<file path="src/rtl/bplr_pkg.sv">
// bplr_pkg: shared types and constants for the pushbutton press / long-press /
// auto-repeat detector. No dependencies.
package bplr_pkg;

  // Counter and register widths
  localparam int COUNT_WIDTH = 16;
  localparam int CFG_WIDTH   = 16;
  localparam int CMP_WIDTH   = ((COUNT_WIDTH > CFG_WIDTH) ? COUNT_WIDTH : CFG_WIDTH) + 1;

  // Configuration register indexes
  localparam logic REG_LONG_THRESHOLD = 1'b0;
  localparam logic REG_REPEAT_PERIOD  = 1'b1;

  // Reset values of the configuration registers
  localparam logic [CFG_WIDTH-1:0] LONG_THRESHOLD_RST = CFG_WIDTH'(100);
  localparam logic [CFG_WIDTH-1:0] REPEAT_PERIOD_RST  = CFG_WIDTH'(20);

  // One input tick
  typedef struct packed {
    logic pin_level;
    logic take_press;
    logic take_long;
    logic take_repeat;
  } item_t;

  // One result
  typedef struct packed {
    logic press_flag;
    logic long_flag;
    logic repeat_flag;
    logic held;
  } result_t;

  // Control between the input stage and the core
  typedef struct packed {
    logic  valid;
    item_t item;
  } stage_t;

endpackage

</file>
<file path="src/rtl/bplr_in_stage.sv">
// bplr_in_stage: input register for one tick transaction.
// Depends on bplr_pkg.
module bplr_in_stage (
  input  logic             clk,
  input  logic             rst,
  input  logic             in_valid,
  output logic             in_stall,
  input  bplr_pkg::item_t  in_item,
  input  logic             take,
  output bplr_pkg::stage_t stage
);

  logic            valid;
  logic            valid_next;
  bplr_pkg::item_t item;
  logic            load;

  // Full stage stalls unless the core takes it this cycle
  assign in_stall = valid && !take;
  assign load     = in_valid && !in_stall;

  always_comb begin
    valid_next = valid;
    if (load) begin
      valid_next = 1'b1;
    end else if (take) begin
      valid_next = 1'b0;
    end
  end

  always_ff @(posedge clk) begin
    if (rst) begin
      valid <= 1'b0;
    end else begin
      valid <= valid_next;
    end
  end

  // Payload needs no reset
  always_ff @(posedge clk) begin
    if (load) begin
      item <= in_item;
    end
  end

  assign stage.valid = valid;
  assign stage.item  = item;

endmodule

</file>
<file path="src/rtl/bplr_core.sv">
// bplr_core: configuration registers, detector state and the per-tick update.
// Depends on bplr_pkg.
module bplr_core (
  input  logic                               clk,
  input  logic                               rst,
  input  logic                               cfg_write,
  input  logic                               cfg_index,
  input  logic [bplr_pkg::CFG_WIDTH-1:0]     cfg_data,
  input  bplr_pkg::stage_t                   stage,
  input  logic                               out_free,
  output logic                               take,
  output bplr_pkg::result_t                  result
);

  localparam int CW = bplr_pkg::COUNT_WIDTH;
  localparam int MW = bplr_pkg::CMP_WIDTH;

  logic [bplr_pkg::CFG_WIDTH-1:0] long_threshold;
  logic [bplr_pkg::CFG_WIDTH-1:0] repeat_period;

  logic          last_level;
  logic [CW-1:0] hold_count;
  logic [CW-1:0] repeat_phase;
  logic          press_sticky;
  logic          long_sticky;
  logic          repeat_sticky;

  logic          last_level_next;
  logic [CW-1:0] hold_count_next;
  logic [CW-1:0] repeat_phase_next;
  logic          press_sticky_next;
  logic          long_sticky_next;
  logic          repeat_sticky_next;

  logic          lvl;
  logic          press_edge;
  logic [CW-1:0] h0, p0, h1, p1, h2, p2;
  logic [MW-1:0] per_eff;
  logic [MW-1:0] p_inc;
  logic          l1, l2, r2, press1, fire;

  assign take = stage.valid && out_free;

  // Configuration writes
  always_ff @(posedge clk) begin
    if (rst) begin
      long_threshold <= bplr_pkg::LONG_THRESHOLD_RST;
      repeat_period  <= bplr_pkg::REPEAT_PERIOD_RST;
    end else if (cfg_write) begin
      case (cfg_index)
        bplr_pkg::REG_LONG_THRESHOLD: long_threshold <= cfg_data;
        bplr_pkg::REG_REPEAT_PERIOD:  repeat_period  <= cfg_data;
        default: ;
      endcase
    end
  end

  // Per-tick update
  always_comb begin
    lvl        = stage.item.pin_level;
    press_edge = (lvl != last_level) && !lvl;
    per_eff    = (repeat_period == '0) ? MW'(1) : MW'(repeat_period);

    h0 = press_edge ? '0 : hold_count;
    p0 = press_edge ? '0 : repeat_phase;
    p_inc = MW'(p0) + MW'(1);

    // Held: count up (hold saturates), phase wraps at the period
    if (!lvl) begin
      h1 = (h0 == {CW{1'b1}}) ? h0 : h0 + CW'(1);
      p1 = (p_inc >= per_eff) ? '0 : CW'(p_inc);
      l1 = long_sticky;
    end else begin
      h1 = '0;
      p1 = '0;
      l1 = 1'b0;
    end

    press1 = press_sticky || press_edge;
    l2     = l1 || (MW'(h1) > MW'(long_threshold));

    // Retrigger while long-pressed
    fire = (MW'(p1) == per_eff - MW'(1)) && l2;
    r2   = repeat_sticky || fire;
    h2   = fire ? '0 : h1;
    p2   = fire ? '0 : p1;

    result.press_flag  = press1;
    result.long_flag   = l2;
    result.repeat_flag = r2;
    result.held        = !lvl;

    // Take bits clear flags after reporting
    last_level_next    = lvl;
    press_sticky_next  = press1 && !stage.item.take_press;
    long_sticky_next   = l2 && !stage.item.take_long;
    repeat_sticky_next = r2 && !stage.item.take_repeat;
    if (stage.item.take_long && l2) begin
      hold_count_next   = '0;
      repeat_phase_next = '0;
    end else begin
      hold_count_next   = h2;
      repeat_phase_next = p2;
    end
  end

  // State registers
  always_ff @(posedge clk) begin
    if (rst) begin
      last_level    <= 1'b1;
      hold_count    <= '0;
      repeat_phase  <= '0;
      press_sticky  <= 1'b0;
      long_sticky   <= 1'b0;
      repeat_sticky <= 1'b0;
    end else if (take) begin
      last_level    <= last_level_next;
      hold_count    <= hold_count_next;
      repeat_phase  <= repeat_phase_next;
      press_sticky  <= press_sticky_next;
      long_sticky   <= long_sticky_next;
      repeat_sticky <= repeat_sticky_next;
    end
  end

endmodule

</file>
<file path="src/rtl/bplr_out_stage.sv">
// bplr_out_stage: result register holding one result transaction.
// Depends on bplr_pkg.
module bplr_out_stage (
  input  logic              clk,
  input  logic              rst,
  input  logic              load,
  input  bplr_pkg::result_t load_data,
  output logic              out_free,
  output logic              out_valid,
  input  logic              out_stall,
  output bplr_pkg::result_t out_data
);

  logic valid_next;

  // Slot is free when empty or being drained this cycle
  assign out_free = !out_valid || !out_stall;

  always_comb begin
    valid_next = out_valid;
    if (load) begin
      valid_next = 1'b1;
    end else if (!out_stall) begin
      valid_next = 1'b0;
    end
  end

  always_ff @(posedge clk) begin
    if (rst) begin
      out_valid <= 1'b0;
    end else begin
      out_valid <= valid_next;
    end
  end

  always_ff @(posedge clk) begin
    if (load) begin
      out_data <= load_data;
    end
  end

endmodule

</file>
<file path="src/rtl/button_press_longpress_repeat.sv">
// button_press_longpress_repeat: top level of the pushbutton press / long-press /
// auto-repeat detector. Depends on bplr_pkg, bplr_in_stage, bplr_core, bplr_out_stage.
//
//  channel | ports                                              | handshake
//  --------+----------------------------------------------------+-------------------
//  input   | pin_level, take_press, take_long, take_repeat      | in_valid/in_stall
//  output  | press_flag, long_flag, repeat_flag, held           | out_valid/out_stall
//  config  | cfg_write, cfg_index, cfg_data                     | write enable only
//
// One tick per cycle while the output is not stalled: a transaction is registered
// in the input register, processed by the core once the output slot is free, and
// its result is registered in the output register, which offers it. The core's
// count-and-compare path sets the cycle time.
// Synchronous reset puts the state back to released with all flags clear.
// An output stall holds the result; the input register then fills and stalls.
module button_press_longpress_repeat (
  input  logic                           clk,
  input  logic                           rst,
  input  logic                           in_valid,
  output logic                           in_stall,
  input  logic                           pin_level,
  input  logic                           take_press,
  input  logic                           take_long,
  input  logic                           take_repeat,
  output logic                           out_valid,
  input  logic                           out_stall,
  output logic                           press_flag,
  output logic                           long_flag,
  output logic                           repeat_flag,
  output logic                           held,
  input  logic                           cfg_write,
  input  logic                           cfg_index,
  input  logic [bplr_pkg::CFG_WIDTH-1:0] cfg_data
);

  bplr_pkg::item_t   in_item;
  bplr_pkg::stage_t  stage;
  bplr_pkg::result_t result;
  bplr_pkg::result_t out_data;
  logic              take;
  logic              out_free;

  assign in_item.pin_level   = pin_level;
  assign in_item.take_press  = take_press;
  assign in_item.take_long   = take_long;
  assign in_item.take_repeat = take_repeat;

  bplr_in_stage u_in_stage (
    .clk      (clk),
    .rst      (rst),
    .in_valid (in_valid),
    .in_stall (in_stall),
    .in_item  (in_item),
    .take     (take),
    .stage    (stage)
  );

  bplr_core u_core (
    .clk       (clk),
    .rst       (rst),
    .cfg_write (cfg_write),
    .cfg_index (cfg_index),
    .cfg_data  (cfg_data),
    .stage     (stage),
    .out_free  (out_free),
    .take      (take),
    .result    (result)
  );

  bplr_out_stage u_out_stage (
    .clk       (clk),
    .rst       (rst),
    .load      (take),
    .load_data (result),
    .out_free  (out_free),
    .out_valid (out_valid),
    .out_stall (out_stall),
    .out_data  (out_data)
  );

  assign press_flag  = out_data.press_flag;
  assign long_flag   = out_data.long_flag;
  assign repeat_flag = out_data.repeat_flag;
  assign held        = out_data.held;

endmodule

</file>
<file path="config.mk">
export PLATFORM = sky130hd
export DESIGN_NAME = button_press_longpress_repeat
export DESIGN_NICKNAME = d
export VERILOG_FILES = /design/src/rtl/bplr_pkg.sv /design/src/rtl/bplr_in_stage.sv /design/src/rtl/bplr_core.sv /design/src/rtl/bplr_out_stage.sv /design/src/rtl/button_press_longpress_repeat.sv
export SDC_FILE = /design/constraint.sdc
export NUM_CORES = 1
export LEC_CHECK = 0
export ABC_AREA = 1
export BUFFER_PORTS_ARGS = -buffer_cell sky130_fd_sc_hd__buf_2
export CORE_MARGIN = 1
export CORE_UTILIZATION = 40
export DETAILED_ROUTE_END_ITERATION = 10
export GPL_TIMING_DRIVEN = 0
export PLACE_DENSITY = 0.66
export SETUP_SLACK_MARGIN = 0.3
export SYNTH_ARGS = -nofsm -noshare
export SYNTH_HDL_FRONTEND = slang
export SYNTH_SLANG_ARGS = --single-unit
</file>
<file path="constraint.sdc">
create_clock -name clk -period 5.4 [get_ports clk]
set_input_delay 1.08 -clock clk [delete_from_list [all_inputs] [get_ports clk]]
set_output_delay 1.08 -clock clk [all_outputs]
set_load 0.05 [all_outputs]
</file>
Word level (Yosys, flattened, before mapping)
Cells that the tools add are included.
{ "word_totals": {"register_bits": 78} }
{ "classes": {"n_eq_ne": 4, "n_reduce_logical": 25, "bitwise_logic": 1, "n_lt_le_gt_ge": 2, "n_addsub": 3, "n_mux": 16} }
{ "op_table": {"columns": ["cell", "n"], "rows": [
  ["2-to-1 mux 16 bit", 11],
  ["adder 16 x 1 -> 17 bit, second input constant", 1],
  ["== test 16 x 17 -> 1 bit", 1],
  [">= comparator 17 bit", 1],
  ["subtractor 17 x 1 -> 17 bit, second input constant", 1],
  ["adder 16 x 1 -> 16 bit, second input constant", 1],
  ["== test 16 bit, second input constant", 1],
  ["greater-than comparator 16 bit", 1],
  ["logical NOT 16 bit", 1],
  ["logical AND 1 bit", 9],
  ["logical NOT 1 bit", 8],
  ["2-to-1 mux 1 bit", 5],
  ["logical OR 1 bit", 4],
  ["AND reduction 2 bit", 2],
  ["inequality test 2 x 1 -> 1 bit, second input constant", 1],
  ["nonzero test 2 bit", 1],
  ["inequality test 1 bit", 1],
  ["NOT 1 bit", 1]
]} }

Depth between registers and ports, before layout
Gate-level depths: netlist (run 1).
{ "logic_depth": {"word_depth": 11, "ltp_mapped": 35} }

By module
Synthesis (run 1) repeated with hierarchy kept, for this count alone.
{ "hier_totals": {"hier_cells": 913, "area_unflattened_um2": 5689.2} }
{ "by_module_without_submodules": {"columns": ["module", "cells_each", "instances", "area_each_um2", "seq_area_each_um2"], "rows": [
  ["bplr_core", 893, 1, 5356.4, 1361.3],
  ["bplr_in_stage", 12, 1, 173.9, 140.1],
  ["bplr_out_stage", 8, 1, 158.9, 140.1]
]} }

Worst setup path after synthesis (run 1)
No wires, ideal clock.
{ "synth_path": {"kind": "register to register", "startpoint": "register u_in_stage.item, in the netlist u_in_stage.stage[3]", "endpoint": "register u_core.hold_count[15]", "setup_time_ns": 0.132, "path_buffers": 4, "period_less_slack_ns": 4.001, "arrival_time_ns": 3.869, "slack_ns": 1.399, "stages_incl_launch_ff": 32, "path_cell_list": "edfxtp_1 buf_4 inv_4 nand2_8 inv_2 buf_6 clkbuf_1 nor2_1 ha_1 nand3_1 nor3_4 nand4_1 o21a_1 nand3_1 nand2_1 nand3_1 inv_1 ha_1 nand2_1 nor4_1 nand2_1 nand2_1 nand2_1 a21oi_1 nand2_1 nor2_1 nand3_1 nor2_2 nand2_4 buf_6 nand2_1 a21oi_1"} }
{ "synth_between": {"elab_chain_len": 11} }
{ "synth_rtl": {"columns": ["element", "line_no", "rtl"], "rows": [
  ["from (decl)", "bplr_in_stage.sv:15", "bplr_pkg::item_t item;"],
  ["from (signal assigned)", "bplr_in_stage.sv:42", "item <= in_item;"],
  ["inequality test 1 bit / logical NOT 1 bit (equally long branches)", "bplr_core.sv:61", "press_edge = (lvl != last_level) && !lvl;"],
  ["logical AND 1 bit", "bplr_core.sv:61", null],
  ["2-to-1 mux 16 bit, on equally long branches", "bplr_core.sv:65, bplr_core.sv:64", null],
  ["adder 16 x 1 -> 17 bit, or another cell as far along", "bplr_core.sv:66", "p_inc = MW'(p0) + MW'(1);"],
  [">= comparator 17 bit / 2-to-1 mux 16 bit (equally long branches)", "bplr_core.sv:71, bplr_core.sv:70", null],
  ["2-to-1 mux 16 bit, on equally long branches", "bplr_core.sv:71, bplr_core.sv:69", null],
  ["2-to-1 mux 16 bit / greater-than comparator 16 bit (equally long branches)", "bplr_core.sv:69, bplr_core.sv:80", null],
  ["== test 16 x 17 -> 1 bit / logical OR 1 bit (equally long branches)", "bplr_core.sv:83, bplr_core.sv:80", null],
  ["logical AND 1 bit", "bplr_core.sv:83", "fire = (MW'(p1) == per_eff - MW'(1)) && l2;"],
  ["2-to-1 mux 16 bit", "bplr_core.sv:85", "h2 = fire ? '0 : h1;"],
  ["2-to-1 mux 16 bit *", "bplr_core.sv:98", "if (stage.item.take_long && l2) begin"],
  ["to (signal assigned)", "bplr_core.sv:118", "hold_count <= hold_count_next;"],
  ["to (decl)", "bplr_core.sv:22", "logic [CW-1:0] hold_count;"]
]} }
Every way passes the cells marked *; elsewhere a longest branch is shown, timed or not.
A chain may end at the register's enable or synchronous reset.

Worst setup path after layout (run 1)
{ "layout_path": {"startpoint": "register u_in_stage.item, in the netlist u_in_stage.stage[3]", "endpoint": "register u_core.repeat_phase[15]"} }
{ "layout_between": {"elab_chain_len": 11} }
{ "layout_rtl": {"columns": ["element", "line_no", "rtl"], "rows": [
  ["inequality test 1 bit / logical NOT 1 bit (equally long branches)", "bplr_core.sv:61", null],
  ["logical AND 1 bit", "bplr_core.sv:61", null],
  ["2-to-1 mux 16 bit, on equally long branches", "bplr_core.sv:65, bplr_core.sv:64", null],
  ["adder 16 x 1 -> 17 bit, or another cell as far along", "bplr_core.sv:66", null],
  [">= comparator 17 bit / 2-to-1 mux 16 bit (equally long branches)", "bplr_core.sv:71, bplr_core.sv:70", null],
  ["2-to-1 mux 16 bit, on equally long branches", "bplr_core.sv:71, bplr_core.sv:69", null],
  ["2-to-1 mux 16 bit / greater-than comparator 16 bit (equally long branches)", "bplr_core.sv:69, bplr_core.sv:80", null],
  ["== test 16 x 17 -> 1 bit / logical OR 1 bit (equally long branches)", "bplr_core.sv:83, bplr_core.sv:80", null],
  ["logical AND 1 bit", "bplr_core.sv:83", null],
  ["2-to-1 mux 16 bit", "bplr_core.sv:86", "p2 = fire ? '0 : p1;"],
  ["2-to-1 mux 16 bit *", "bplr_core.sv:98", null],
  ["to (signal assigned)", "bplr_core.sv:119", "repeat_phase <= repeat_phase_next;"],
  ["to (decl)", "bplr_core.sv:23", "logic [CW-1:0] repeat_phase;"]
]} }
Marked as above.

==> flow_summary.yaml, run 1 <==
critical_path:
  max_stage_delay_ns: 0.32
  required_ns: 5.61
  path_class: "reg -> reg"
  crit_top_cell: "nand2_1"
  crit-reg2reg-capture: "u_core.repeat_phase[15]$_SDFFE_PP0P_"
  critical_path_arrival_ns: 4.89
  cp_max_fo: 10
  regToRegStartpoint: "u_in_stage.stage[3]$_DFFE_PP_"
  end_kind: "flip-flop"
  regToRegSetupSlack_ns: 0.71
  slowest_stage: "edfxtp_1"
  crit_path_start_kind: "flip-flop"
  r2r_cells: 31
hold_path:
  whs_endpoint: "u_core.hold_count[11]$_SDFFE_PP0P_"
  min_path_cells: 2
  min_path_type: "reg -> reg"
  min_from: "u_core.hold_count[11]$_SDFFE_PP0P_"
synth:
  ys.flop_type: "dfxtp_1"
  syn_inst: 901
  synth_common_cells: "224 x nand2_1, 135 x inv_1, 119 x nor2_1"
  synth.top_cell.area_share: 0.2430
  yosysSeqAreaShare: 0.2846
  yosysTopAreaCell: "dfxtp_1"
  synthesis.area_um2: 5768
  synth_edf_count: 8
  yosysMostFrequentCell: "nand2_1"
  synth.avg_cell_area_um2: 6.402
  syn_nets: 962
  synth_warnings: 0
  synthArstFlopShare: 0
  synth.distinct_cells: 42
  yosys-top-cells-area: "dfxtp_1 24%, nand2_1 15%, inv_1 8.8%"
  ys_ff_latch: 78
route:
  vias_per_cell: 5.019
  first_pass_iters: 5
  drc_errors: 0
  ant_nets: 0
  dr_total_vias: 5666
  wl_per_cell_um: 14.09
  drt_iter0_drc: 324
  wirelength_um: 15900
global_route:
  antenna_found_initial: 0
  grt_max_degree: 15
  grt-ovfl-total: 0
  grt_pass1_vias: 5129
  grt_usage: 0.2254
  grt_pass1_wl_um: 25540
placement:
  portBuffers: 30
  place_hpwl_um: 12590
  place_congestion: 0.9554
  post_dp_cell_area_um2: 6143
clock_network:
  cts_buffers: 9
  cts_buffer_depth: 2
  cts_root_buf: "clkbuf_16"
  cts_tree: "yes"
  clkTransAtPathRegs_ns: 0.06
  clk_latency_ns: 0.35
  clock-sinks: 78
  h-tree-depth: 3
cells_and_area:
  drive_gt1_frac: 0.1054
  antennaDiodeCount: 0
  areaGrowthSynthToFinish_pct: 12.36
  nets: 1005
  finish.utilization: 0.4633
  fin_area_um2: 6481
timing:
  relSlewSlack: 0.5693
  rsz0062_at_grt: "no"
  tightest_slew_ns: 0.6460
  hold_viol: 0
  maxSlewViolCount: 0
  post-route-period-util: 0.8677
  setup_tns_ns: 0
  max_freq_mhz: 213.4
  setup_violations: 0
  period_needed_ns: 4.685
  hold_slack_ns: 0.4645
  fin_worst_skew_ns: 0.006092
floorplan:
  core_area_um2: 13990
  dieArea_um2: 14900
  start_util: 0.4123
  die_h_um: 122.1
  die_w_um: 122.1
  row_count: 43
  num_io_pins: 32
power_and_ir_drop:
  ir_worst_vdd_v: 0.0001593
  total_power_mw: 1.415
  power_per_cell_area_nw_per_um2: 218.3
  leakage_nw: 2.988
run:
  cap_violations: 0
status:
  outcome: "finished clean"
==> logic make-up (layout without fill, tap and decap cells) <==
logic type                 Yosys count  count (layout)  share of synthesized area
DFF                                 78              78                     0.2846
adders and majority gates           35              35                    0.07592
and+or+nand+nor                    454             454                     0.3477
AOI/OAI and AO/OA                  133             133                     0.1256
xor gates and xnor gates            27              27                    0.04100
buffers and inverters              174             222                     0.1252
==> timing repair <==
action,CTS,global route
hold buffers,0,0
gates resized for setup,0,17
endpoints found under the setup margin,0,34
setup buffers,0,2
==> area by class of cell <==
| cell class | count | area [um2] |
|---|---|---|
| Buffer | 31 | 190.2 |
| Clock buffer | 11 | 242.7 |
| Clock inverter | 5 | 41.29 |
| Fill cell | 1507 | 7507 |
| Inverter | 143 | 539.3 |
| Multi-Input combinational cell | 649 | 3436 |
| Sequential cell | 78 | 1642 |
| Tap cell | 180 | 225.2 |
| Timing Repair Buffer | 32 | 165.2 |
==> worst max-delay path: cells and delay by family, from the launching register on <==
family          cells  cell delay, ns
compound gates      3            0.49
simple gates       19            2.39
fa+ha+maj           2            0.47
flops               1            0.32
buf+inv             7            0.88
==> stage by stage <==
| step | setup slack [ns] | instances |
|---|---|---|
| detailed placement | 0.3568 | 1111 |
| global route | 0.2905 | 1129 |
| finish | 0.7145 | 1129 |
| global placement | 0.3833 | 1111 |
| floorplan | 1.399 | 901 |
| CTS | 0.3327 | 1127 |
==> metal layers <==
layer	vias to the layer above	routed length, um	track usage
met5	-	0	0
met3	15	734	0.04354
met1	2587	7121	0.2794
met4	0	257	0.06860
li1	2951	-	-
met2	113	7789	0.3916
==> where the power goes <==
part | internal (mW) | switching [mW] | leakage, nW
registers | 0.607 | 0.0130 | 0.649
logic | 0.0631 | 0.137 | 2.20
clock network | 0.329 | 0.266 | 0.141
total | 0.999 | 0.416 | 2.99
==> cell usage in the layout, fill, tap and decap left out, drive strengths merged <==
master,n
nand2,227
inv,145
nor2,130
a21oi,84
dfxtp,70
nand3,56
buf,42
o21ai,36
ha,35
clkbuf,32
xor2,22
nand4,19
nor3,11
o211ai,8
edfxtp,8
nand3b,6
xnor2,5
clkinv,3
nor4,3
or2,2
o31ai,1
o2bb2ai,1
o21a,1
o22ai,1
a21boi,1
==> how the worst max path moves through the flow <==
stage               slack [ns]                              endpoint                     startpoint  cells after the start
finish                    0.71  u_core.repeat_phase[15]$_SDFFE_PP0P_  u_in_stage.stage[3]$_DFFE_PP_                     31
global route              0.29   u_core.repeat_phase[7]$_SDFFE_PP0P_  u_in_stage.stage[3]$_DFFE_PP_                     31
CTS                       0.33    u_core.hold_count[14]$_SDFFE_PP0P_  u_in_stage.stage[3]$_DFFE_PP_                     29
detailed placement        0.36    u_core.hold_count[15]$_SDFFE_PP0P_  u_in_stage.stage[3]$_DFFE_PP_                     29
global placement          0.38    u_core.hold_count[15]$_SDFFE_PP0P_  u_in_stage.stage[3]$_DFFE_PP_                     29
floorplan                 1.40    u_core.hold_count[15]$_SDFFE_PP0P_  u_in_stage.stage[3]$_DFFE_PP_                     31
==> sequential cells by signal, summed over array words and instances (netlist names) <==
signal                 count
u_core.last_level          1
u_out_stage.out_data       4
u_core.long_threshold     16
u_core.hold_count         16
u_core.repeat_sticky       1
u_core.press_sticky        1
u_in_stage.stage           4
u_out_stage.out_valid      1
u_core.repeat_phase       16
u_core.repeat_period      16
u_in_stage.valid           1
u_core.long_sticky         1
(Power assumes the default switching activity.)
==> run 2: changes to the inputs <==
ABC_AREA = not set   (was 1)
==> flow_summary.yaml, run 2 <==
power_and_ir_drop:
  total_power_mw: 1.401
  leakage_nw: 2.457
  power_per_cell_area_nw_per_um2: 221.8
  ir_worst_vdd_v: 0.0001568
synth:
  synthArstFlopShare: 0
  synth_common_cells: "111 x nand2_1, 70 x dfxtp_1, 52 x a21oi_1"
  yosys-top-cells-area: "dfxtp_1 26%, ha_1 8.2%, nand2_1 7.8%"
  ys_ff_latch: 78
  synthesis.area_um2: 5363
  synth.distinct_cells: 68
  syn_nets: 741
  synth.top_cell.area_share: 0.2613
  synth.avg_cell_area_um2: 7.886
  syn_inst: 680
  yosysSeqAreaShare: 0.3061
  synth_edf_count: 8
  ys.flop_type: "dfxtp_1"
  yosysMostFrequentCell: "nand2_1"
  synth_warnings: 0
  yosysTopAreaCell: "dfxtp_1"
placement:
  dp.cells: 882
  place_congestion: 0.9250
  place_hpwl_um: 11670
  portBuffers: 30
timing:
  rsz0062_at_grt: "no"
  maxSlewViolCount: 0
  fin_worst_skew_ns: 0.007136
  post-route-period-util: 0.9081
  tightest_slew_ns: 0.7195
  setup_violations: 0
  period_needed_ns: 4.904
  hold_viol: 0
  relSlewSlack: 0.5141
  hold_slack_ns: 0.4444
  max_freq_mhz: 203.9
critical_path:
  required_ns: 5.69
  crit_path_start_kind: "flip-flop"
  cp_max_fo: 10
  critical_path_arrival_ns: 5.19
  end_kind: "flip-flop"
  regToRegStartpoint: "u_in_stage.stage[3]$_DFFE_PP_"
  cp-startpoint: "u_in_stage.stage[3]$_DFFE_PP_"
  path_class: "reg -> reg"
floorplan:
  num_io_pins: 32
  dieArea_um2: 13870
  die_h_um: 117.8
  start_util: 0.4181
  core_area_um2: 12820
  row_count: 41
  die_w_um: 117.8
cells_and_area:
  final_common_cell: "nand2_1"
  drive_gt1_frac: 0.1680
  finish.utilization: 0.4925
  mostFrequentLayoutCells: "111 x nand2_1, 69 x dfxtp_1, 49 x a21oi_1"
  antennaDiodeCount: 0
  nets: 800
  areaGrowthSynthToFinish_pct: 17.78
  final_cells: 916
clock_network:
  clock-sinks: 78
  h-tree-depth: 3
  cts_root_buf: "clkbuf_16"
  clkTransAtPathRegs_ns: 0.06
  clk_latency_ns: 0.35
  cts_tree: "yes"
  cts_buffers: 9
  cts_buffer_depth: 2
route:
  wirelength_um: 15680
  wl_per_cell_um: 17.11
  drt_iter0_drc: 447
  first_pass_iters: 5
  dr_total_vias: 5323
  ant_nets: 0
  drc_errors: 0
  vias_per_cell: 5.811
run:
  cap_violations: 0
global_route:
  grt_usage: 0.2285
  grt_max_degree: 15
  grt-ovfl-total: 0
  antenna_found_initial: 0
  grt_pass1_vias: 4983
  grt_pass1_wl_um: 25120
hold_path:
  min_path_type: "reg -> reg"
  min_from: "u_core.hold_count[1]$_SDFFE_PP0P_"
status:
  outcome: "finished clean"
==> run 2: path summary, 6_finish.rpt <==
check / endpoint / slack (ns) / cells after the start
worst max-delay path: u_core.hold_count[7]$_SDFFE_PP0P_ / 0.50 / 21
worst min-delay path: u_core.hold_count[1]$_SDFFE_PP0P_ / 0.44 / 2
worst max register to register: u_core.hold_count[7]$_SDFFE_PP0P_ / 0.50 / 21
worst min register to register: u_core.hold_count[1]$_SDFFE_PP0P_ / 0.44 / 2
==> run 2: area by class of cell <==
cell class,count,area (um2)
Fill cell,1284,6509
Multi-Input combinational cell,528,3540
Sequential cell,78,1643
Timing Repair Buffer,48,285.3
Clock buffer,10,229.0
Buffer,36,216.5
Tap cell,172,215.2
Inverter,38,142.6
Clock inverter,6,45.04
==> run 2: logic make-up after synthesis <==
| logic type | count (synthesis) | share of synthesized area |
|---|---|---|
| muxes | 6 | 0.01120 |
| xor gates and xnor gates | 31 | 0.05320 |
| adders and majority gates | 35 | 0.08166 |
| and+or+nand+nor | 307 | 0.2966 |
| AOI/OAI and AO/OA | 149 | 0.1925 |
| DFF | 78 | 0.3061 |
| buffers and inverters | 74 | 0.05879 |
==> run 2: per-layer routing <==
metal  track usage  vias to the layer above  share of wire
li1              -                     2580              -
met1        0.3105                     2517           0.46
met2        0.3588                      189           0.46
met3       0.03779                       37          0.056
met4       0.09135                        0          0.025
met5             0                        -              0
==> run 2: where the power goes <==
part           total [mW]  internal [mW]  switching, mW  leakage, nW
logic               0.205         0.0767          0.128         1.67
clock network       0.577          0.315          0.263        0.137
registers           0.619          0.603         0.0158        0.647
total                1.40          0.994          0.407         2.46
==> run 2: what timing repair did <==
action / in CTS / in global routing
setup endpoints to repair: 36 / 34
hold buffers: 0 / 0
resized for setup: 23 / 24
endpoints found under the hold margin: 0 / 0
pin swaps: 5 / 6
setup buffers: 13 / 5
==> run 2: per-stage QoR <==
step                      setup WS, ns  cell area [um2]  TNS [ns]
after global placement         -0.8957             5731    -24.84
final                           0.4965             6316         0
after global routing            0.2903             6316         0
after CTS                       0.3045             6185         0
after detailed placement        -1.109             5731    -32.13
after floorplan                 0.3414             5365         0
==> run 2: worst max-delay path, stage by stage, from the launching register on <==
cell and delay [ns]:
edfxtp_1 0.43, nand2b_4 0.18, clkbuf_8 0.17, buf_8 0.15
and2_1 0.19, ha_1 0.24, nand4_1 0.19, nor3_4 0.11
or3_1 0.41, nor4_2 0.33, xnor2_1 0.15, nor2_1 0.10
ha_1 0.32, nand2_1 0.08, nor3_2 0.22, a21oi_1 0.11
o2bb2ai_1 0.22, nand3_2 0.19, and2_1 0.24, nor3_1 0.28
clkbuf_2 0.30, a32o_1 0.20
